$ cat config.mk
export PLATFORM = sky130hd
export DESIGN_NAME = krt_cell
export DESIGN_NICKNAME = d
export VERILOG_FILES = /design/src/sv/krt_pkg.sv /design/src/sv/krt_cell.sv
export SDC_FILE = /design/constraint.sdc
export NUM_CORES = 1
export LEC_CHECK = 0
export BUFFER_PORTS_ARGS = -buffer_cell sky130_fd_sc_hd__buf_2
export CAP_MARGIN = 20
export CELL_PAD_IN_SITES_DETAIL_PLACEMENT = 1
export CELL_PAD_IN_SITES_GLOBAL_PLACEMENT = 1
export CORE_ASPECT_RATIO = 0.9
export CORE_MARGIN = 2
export CORE_UTILIZATION = 28
export CTS_CLUSTER_DIAMETER = 50
export DETAILED_ROUTE_END_ITERATION = 10
export PLACE_DENSITY = 0.77
export RECOVER_POWER = 25
export SLEW_MARGIN = 40
export SYNTH_ARGS = -nofsm -noshare
export SYNTH_HDL_FRONTEND = slang
export SYNTH_SLANG_ARGS = --single-unit
$ cat constraint.sdc
create_clock -name clk -period 1.1 [get_ports clk]
set_input_delay 0.165 -clock clk [delete_from_list [all_inputs] [get_ports clk]]
set_output_delay 0.165 -clock clk [all_outputs]
set_load 0.02 [all_outputs]
$ cat src/sv/krt_pkg.sv
package krt_pkg;

	localparam int unsigned KEY_W         = 32;
	localparam int unsigned QTY_W         = 32;
	localparam int unsigned PRICE_W       = 32;
	localparam int unsigned ENTRY_COUNT_W = 8;

	typedef enum logic [1:0] {
		CMD_APPEND = 2'd0,
		CMD_LOOKUP = 2'd1,
		CMD_UPDATE = 2'd2,
		CMD_DELETE = 2'd3
	} cmd_t;

	typedef enum logic [1:0] {
		ST_OK   = 2'd0,
		ST_FULL = 2'd1,
		ST_MISS = 2'd2
	} status_t;

	typedef enum logic [1:0] {
		S_IDLE,
		S_CMP,
		S_PFX,
		S_ACT
	} state_t;

	typedef struct packed {
		logic [KEY_W-1:0]   key;
		logic [QTY_W-1:0]   quantity;
		logic [PRICE_W-1:0] price_bits;
	} rec_t;

	typedef struct packed {
		logic load;
		logic shift;
		logic write_qty;
	} cell_ctl_t;

endpackage

$ cat src/sv/krt_cell.sv
module krt_cell import krt_pkg::*; (
	input  logic             clk,
	input  logic             arst_n,
	input  cell_ctl_t        ctl,
	input  rec_t             new_rec,
	input  rec_t             nxt_rec,
	input  logic             nxt_valid,
	input  logic [KEY_W-1:0] search_key,
	output rec_t             rec,
	output logic             valid,
	output logic             match
);

	rec_t rec_q;
	logic valid_q;

	always_ff @(posedge clk or negedge arst_n) begin
		if (!arst_n) begin
			valid_q <= 1'b0;
		end else if (ctl.load) begin
			valid_q <= 1'b1;
		end else if (ctl.shift) begin
			valid_q <= nxt_valid;
		end
	end

	// take a new record, pull the upper neighbor down, or overwrite quantity
	always_ff @(posedge clk) begin
		priority if (ctl.load) begin
			rec_q <= new_rec;
		end else if (ctl.shift) begin
			rec_q <= nxt_rec;
		end else if (ctl.write_qty) begin
			rec_q.quantity <= new_rec.quantity;
		end
	end

	assign rec   = rec_q;
	assign valid = valid_q;
	assign match = valid_q && (rec_q.key == search_key);

endmodule

# After elaboration in Yosys (flattened, before gate mapping)
# Cells that the tools add are included.
# word_totals
ff_bits	97
latchBits	0
ram_bits	0
romBits	0
inputBits	230
out_inout_bits	98
word_cells	15
mem_count	0
# op_classes
add_sub_neg	0
mul	0
div	0
magnitude_cmp	0
n_eq_ne	1
shift	0
mux	7
bitwise_logic	0
n_reduce_logical	3
# ops
op	count
$mux 32	4
$mux 96	1
$eq 32x32->1	1
$reduce_bool 3->1	1
$mux 1	2
$reduce_bool 2->1	1
$logic_and 1x1->1	1

# Longest topological paths before layout
# Gate-level depths: netlist of run 1.
# depth
ltp_word	3
depth_mapped	4
mapped_depth_nobuf	4

# Worst setup path after synthesis of run 1
# No wires, ideal clock.
# synth_path
path_kind	input -> register
start	in ctl[2] in the netlist's numbering
end	reg rec_q, in the netlist rec[0], enable pin
arrival_ns	1.377
required_time_ns	0.706
path_slack_ns	-0.671
stages	3
path_buffers	2
cell_sequence	buf_2 > buf_4 > or2_2
# synth_via
elab_chain_cells	1
# synth_rtl
element	line_no	source
start, declared	krt_cell.sv:4	input cell_ctl_t ctl,
$reduce_bool 2->1 (no line)	n/a	
end signal, assigned	krt_cell.sv:30	rec_q <= new_rec;
end signal, assigned	krt_cell.sv:32	rec_q <= nxt_rec;
end, declared	krt_cell.sv:14	rec_t rec_q;
# No other way between the ends.
# A chain may end at the register's enable or synchronous reset.

# Worst setup path in the final report of run 1
# layout_path
start	reg rec_q, in the netlist rec[64]
end	out match
# layout_via
elab_chain_cells	2
# layout_rtl
element	line_no	source
$eq 32x32->1	krt_cell.sv:40	assign match = valid_q && (rec_q.key == search_key);
$logic_and 1x1->1	krt_cell.sv:40	
end, declared	krt_cell.sv:11	output logic match
# No other way between the ends.

==> impl_summary.md, run 1 <==
Run status
The run finished, with violations left. The checks that failed: negative setup slack.

Place
The post-detailed-placement half-perimeter wirelength is 11740 microns. The worst setup slack after placement is -0.7058 ns. The count of input and output buffers is 327.

The final weighted congestion of routability-driven global placement is 0.8929.

Routing
The number of DRC markers in iteration 0 is 88. After detailed routing, the average wire length per cell comes to 17.69 microns. The mean number of vias per cell is 4.418. Signal routing reaches up to met4.

The routed design has 14430 microns of wire. The number of optimization iterations in the first detailed-route pass is 4. In the detailed route, the total length drawn on met2 is 8018 microns. For this block, wires on met1 add up to 5081 microns. Summing over every cut layer, the via total after detailed routing is 3605. Wire segments on met3 add up to 1030 microns in the final route. After detailed routing, the number of remaining DRC violations is 0.

The count of nets left with antenna violations once routing finished came out at 0.

Timing
The maximum operating frequency is 487.8 MHz. The final period demand of the worst path is 2.050 ns. The count of final hold-check violations came to 0. For the pin with the worst max-slew slack, the measured transition is 0.4430 ns. For the final routed database, the setup TNS stands at -1.954 ns. Setup repair after global routing could not meet its margin everywhere. The tightest hold path in the finished design has a slack of 0.09633 ns.

Setup violations remaining at the end of the flow were counted as 48. Across all setup checks in the final design, the least slack found is -0.9499 ns. The period utilization is 186.4%. The clock skew is 0 ns. In this run the tightest slew margin relative to its limit is 70.47%. The number of pins with negative max-slew slack in the final report is 0.

Logic synthesis
Counting flops and latches in the post-synthesis netlist gives 97. The total nets after synthesis is 483. Of the post-synthesis cell area, the dominant cell type holds 63.12%.

For this run, the register share of the synthesized area comes to 63.67%. The count of distinct cell types in the synthesized netlist is 17. Synthesis handed over a netlist of 253 instances. A synthesized cell averages 18.05 sq um. Sorting the synthesized cells by area gives the leading types as edfxtp_1, mux2_2, mux2_4. The cell taking the most area after synthesis is edfxtp_1.

For this run, the number of Yosys warnings is 0. The cell area that synthesis handed to floorplanning was 4567 sq um.

Clock network
Clock-pin slew was measured on the worst setup and hold paths at 0.07 ns. The clock insertion delay at the later pin of the skew report is 0.34 ns. The CTS sink count is 97. The TritonCTS clock tree is built. The H-tree was split into 3 levels. The clock root buffer is clkbuf_16. In this run, CTS created clock tree buffers numbering 9. The clock passes through at most 2 buffers.

Setup path
Of all nets on the critical path, the largest fanout is 2. Data on the critical path arrives at its endpoint at 1.88 ns. The capturing point of the worst reg2reg path is valid$_DFFE_PN0P_. The kind of critical path is flop to primary output.

The worst setup path is captured at a primary output. At the worst endpoint, the required time is 0.94 ns. The launching point of the worst reg2reg path is valid$_DFFE_PN0P_. The element type at the critical path start is a flop. In this run the register-to-register setup slack is 0.06 ns. Counting cells, the worst reg-to-reg path comes to 3.

Cells and area
The share of the core filled with cells is 44.86%. The share of final-layout standard cells stronger than drive strength 1 is 76.19%. Relative to the synthesized area, the layout overhead comes to 57.92%.

The count of nets after finishing is 834. The antenna diode count is 0. The number of fillers in the final layout is 1734.

Floorplan
The initial utilization of the core area, before any placement, comes to 28.41%. 328 I/O pins were placed. The die covers 17350 sq um. The core region is 16080 sq um. Measured along the x axis, the die boundary spans 138.6 microns. The height of the die is 125.2 microns. The number of cell rows is 44.

Global route
The number of global-route vias before repair was 4046. The total overflow reported by the global router is 0. The wire length of the first global-routing pass is 21790 microns.

The global router's overall resource usage is 16.22%. The maximum number of pins on one net before global-route repair is 53. The number of antenna violations at the first check in global routing is 0.

Power and ir drop
In this run the power density over the cells is 1458 nW/um^2. The total power is 10.51 mW. IR analysis of the VDD net gives a maximum drop of 1110 uV. In this run the static leakage power is 3.302 nW.

Min path
The hold path startpoint is nxt_valid. The end point of the most critical hold path is valid$_DFFE_PN0P_. The worst hold path belongs to the class input pin to flop. Along the worst hold path, the cell count comes to 2.

Flow run
The tool flagged a number of max-cap violations equal to 0.
==> registers in the layout, summed over array words and instances, names as in the netlist <==
name	count
rec	96
valid	1
==> report_power, final <==
| group | internal, mW | switching [mW] |
|---|---|---|
| combinational | 1.19 | 1.18 |
| clock | 2.02 | 1.41 |
| sequential | 4.53 | 0.182 |
| total | 7.74 | 2.78 |
==> critical path, stage by stage, from the launching register on <==
cell and delay [ns]:
edfxtp_1 0.41, xor2_1 0.17, nor4_2 0.31, buf_4 0.16, nand4_1 0.18, nor3_4 0.17
buf_6 0.14
==> synthesized netlist by cell type <==
cell	instances
a211o_1	1
buf_2	5
buf_4	3
buf_6	3
dfrtp_1	1
edfxtp_1	96
mux2_2	66
mux2_4	30
nand3_1	2
nand4_1	1
nor2b_1	2
nor3_1	2
nor4_1	7
or2_2	1
or3_1	1
xnor2_1	1
xor2_1	31
==> cell usage in the layout (no fill, tap or decap), drive strengths merged, types with 2 or more instances in the layout <==
cell type  Yosys  layout
mux2          96      96
inv            0       4
nor2b          2       2
buf           11     346
nor3           2       2
xor2          31      31
clkbuf         0      13
nand3          2       2
edfxtp        96      96
bufinv         0       2
nor4           7       7
==> stage by stage <==
stage          instances  instance area [sq um]
4_1_cts              815                   7131
6_report             816                   7212
5_1_grt              816                   7212
3_5_place_dp         796                   6620
2_1_floorplan        253                   4622
3_3_place_gp         796                   6620
==> cell families after synthesis <==
logic type / after synthesis / share of synthesized area [%]
muxes: 96 / 26.14
DFF: 97 / 63.67
and+or+nand+nor: 16 / 2.082
AOI/OAI and AO/OA: 1 / 0.1918
buffers and inverters: 11 / 1.781
xor gates and xnor gates: 32 / 6.137
==> worst max path at each step <==
stage          slack, ns         startpoint  cells past startpoint  endpoint
6_report           -0.95  rec[64]$_DFFE_PP_                      6     match
5_1_grt            -1.06  rec[70]$_DFFE_PP_                      6     match
4_1_cts            -0.97  rec[76]$_DFFE_PP_                      6     match
3_5_place_dp       -0.71  rec[94]$_DFFE_PP_                      6     match
3_3_place_gp       -0.65  rec[94]$_DFFE_PP_                      6     match
2_1_floorplan      -0.43  rec[77]$_DFFE_PP_                      4     match
==> layer usage <==
layer  vias to the layer above  global-route usage, %
li1                       1674                      -
met1                      1732                  16.94
met2                       179                  31.13
met3                        20                  4.826
met4                         0                  5.169
met5                         -                      0
==> timing repair <==
item,CTS,global route
hold buffers,1,0
endpoints found under the hold margin,1,0
buffers inserted,5,7
gates resized for setup,48,31
endpoints found under the setup margin,32,45
pin swaps,3,3
cloned,0,0
==> final cells by class <==
| cell class | instances | area [sq um] | area share [%] |
|---|---|---|---|
| clock buffer | 9 | 225.2 | 3.123 |
| clock inverter | 7 | 98.84 | 1.371 |
| multi-input combinational | 145 | 1620 | 22.47 |
| sequential | 97 | 2908 | 40.32 |
| tap | 207 | 259.0 | 3.591 |
| timing repair buffer | 351 | 2101 | 29.13 |
No activity file was read; power rests on OpenSTA's default activity.
==> run 2, diff against run 1 <==
CORE_UTILIZATION = 29   (was 28)
CTS_BUF_LIST = sky130_fd_sc_hd__clkbuf_4 sky130_fd_sc_hd__clkbuf_8   (was unset)
PLACE_DENSITY = 0.79   (was 0.77)
==> impl_summary.md, run 2 (synthesis gave the netlist of run 1 again) <==
Place
The worst setup slack after placement is -0.6682 ns (+0.03762 ns). The count of input and output buffers is 327 (unchanged). The final weighted congestion of routability-driven global placement came to 0.9086 (+1.8%). The post-detailed-placement half-perimeter wirelength is 12000 microns (+2.2%). The number of placed instances with taps included was 789 (-0.88%). The total cell area at the placement stage was 6599 sq um (-0.32%).

Floorplan
The width of the chip was 136.3 microns (-1.7%). The number of top-level pins is 328 (unchanged). The number of cell rows is 43 (-2.3%). The area inside the core boundary was 15390 sq um (-4.3%). The height of the die came to 123.1 microns (-1.7%). The overall die area is 16770 sq um (-3.3%). The initial core utilization is 29.68% (+1.3 points).

Clock network
The clock insertion delay at the later pin of the skew report was 0.36 ns (+0.02 ns). The clock-pin slew on the worst setup and hold paths is 0.09 ns (+0.02 ns). The count of H-tree levels built during CTS is 3 (unchanged). The clock root buffer is clkbuf_8. The total clock buffers created by CTS was 9 (unchanged). The TritonCTS clock tree is built. The CTS sink count was 97 (unchanged). The maximum buffer depth of the clock tree is 2 (unchanged).

Routing
The mean number of vias per cell is 4.412 (-0.14%). The number of DRC markers in iteration 0 came to 123 (+40%). The post-detailed-routing wire length came to 14890 microns (+3.2%). The DRC violation count after routing is 0 (unchanged). The count of antenna-violating nets left after detailed routing is 0 (unchanged). The via total after detailed routing is 3578 (-0.75%).

The per-cell routed wire length is 18.36 microns (+3.8%). The number of optimization iterations in the first detailed-route pass was 4 (unchanged).

Setup path
STA classifies the critical path startpoint as a flop. The launching point of the worst reg2reg path is valid$_DFFE_PN0P_. STA classifies the critical path endpoint as a primary output. The number of cells on the worst reg-to-reg path is 4 (+1).

By startpoint and endpoint, the worst setup path is classified as flop to primary output. The endpoint identified for the worst register-to-register timing path is valid$_DFFE_PN0P_. The critical path required time is 0.94 ns (about the same). The data arrival at the endpoint of the critical path came to 1.89 ns (about the same). The largest driver fanout on the critical path is 2 (unchanged). The setup slack on the worst flop-to-flop path is -0.04 ns (-0.10 ns).

Cells and area
The number of cells in the finished layout apart from fillers is 811 (-0.61%). The most frequent standard cell in the layout excluding fill and tap cells is buf_2. Compared with the post-synthesis result, the final layout area differs by 60.49%. The area of the multi-input gates was 1603 sq um (-1.1%). The count of nets after finishing is 834 (unchanged). Leaving out fill and tap cells, the most frequent cells in the layout are buf_2, edfxtp_1, buf_6.

The antenna diode count is 0 (unchanged). The flip-flop count of the largest register, all copies and words added is 96 (unchanged). The share of final-layout standard cells stronger than drive strength 1 is 75.37% (-0.82 points). The cell area after layout was 7330 sq um (+1.6%). The number of fillers in the final layout came to 1657 (-4.4%).

The register area is 2908 sq um (unchanged). The share of the core filled with cells was 47.63% (+2.8 points).

Timing
The period utilization is 186.7% (+0.38 points). Setup repair after global routing could not meet its margin everywhere. The worst hold slack after final layout is 0.09257 ns (-0.003755 ns). The final total negative setup slack was -3.169 ns (-1.215 ns). The clock skew came to 0 ns (unchanged).

The maximum operating frequency is 486.8 MHz (-0.20%). The max-slew headroom at the worst pin is 70.99% (+0.53 points). The count of final hold-check violations was 0 (unchanged). The final period demand of the worst path was 2.054 ns (+0.004182 ns). The number of pins with negative max-slew slack in the final report is 0 (unchanged). The final setup violation count is 69 (+44%). The minimum setup slack in the final design is -0.9541 ns (-0.004182 ns).

The pin slew with the least headroom to its limit is 0.4351 ns (-0.007876 ns).

Global route
The global router's overall resource usage is 17.01% (+0.80 points). The maximum number of pins on one net before global-route repair was 44 (-17%). The wire length of the first global-routing pass is 20760 microns (-4.7%). The number of antenna violations at the first check in global routing is 0 (unchanged).

The total overflow reported by the global router is 0 (unchanged). The number of global-route vias before repair came to 3866 (-4.4%).

Min path
The worst hold path begins at new_rec[55]. The number of cells on the worst hold path is 2 (unchanged). The worst hold path terminates at rec[55]$_DFFE_PP_. The path type of the worst min-delay path is input pin to flop.

Power and ir drop
The cell area power density is 1346 nW/um^2 (-7.7%). The leakage dissipation came to 3.338 nW (+1.1%). The worst supply voltage drop on vdd was 734.4 uV (-34%).

The total power is 9.863 mW (-6.2%).

Run status
The final reports fail on negative setup slack. The flow ran to the end, but the final reports show violations.

Flow run
The number of maximum-capacitance constraint violations is 0 (unchanged).
-- run 2: changes by cell type in the layout (fill, tap and decap cells not counted), moves of 3 or more --
cell	before	now
clkbuf_4	0	3
clkbuf_8	0	9
mux2_1	0	3
clkbuf_16	9	0
buf_6	40	83
mux2_2	66	63
inv_6	4	0
buf_2	292	250
-- run 2: worst max-delay path by stage --
| stage | depth (start not counted) | to | slack [ns] | from |
|---|---|---|---|---|
| 3_3_place_gp | 5 | match | -0.58 | rec[94]$_DFFE_PP_ |
| 4_1_cts | 6 | match | -0.98 | rec[93]$_DFFE_PP_ |
| 6_report | 6 | match | -0.95 | rec[81]$_DFFE_PP_ |
| 5_1_grt | 5 | match | -1.06 | rec[70]$_DFFE_PP_ |
| 2_1_floorplan | 4 | match | -0.43 | rec[77]$_DFFE_PP_ |
| 3_5_place_dp | 5 | match | -0.67 | rec[64]$_DFFE_PP_ |
-- run 2: power breakdown --
group	switching, mW	total (mW)	internal [mW]
Sequential	0.226	4.76	4.53
Clock	1.20	2.54	1.35
Combinational	1.19	2.56	1.37
-- run 2: final cells by class --
cell class	instances	area share (%)
Clock buffer	12	1.997
Multi-Input combinational cell	145	21.87
Sequential cell	97	39.67
Clock inverter	4	0.9218
Tap cell	202	3.448
Timing Repair Buffer	351	32.09
-- run 2: routing by layer --
layer,track usage [%],up-vias,part of all wire (%)
met5,0,-,0
met4,6.836,0,2.2
met3,5.904,21,8.5
met2,31.72,181,54
met1,17.39,1704,36
li1,-,1672,-
-- run 2: what timing repair did --
action	CTS	global route
setup buffers	4	6
resized for setup	112	48
hold buffers	2	0
hold endpoints to repair	2	0
pin swaps	2	3
endpoints found under the setup margin	81	96
-- run 2: worst max-delay path, stage by stage (launching register included) --
cell and delay (ns):
edfxtp_1 0.43, xor2_1 0.16, nor4_1 0.28, buf_4 0.17, nand4_1 0.17, nor3_4 0.18, buf_6 0.14
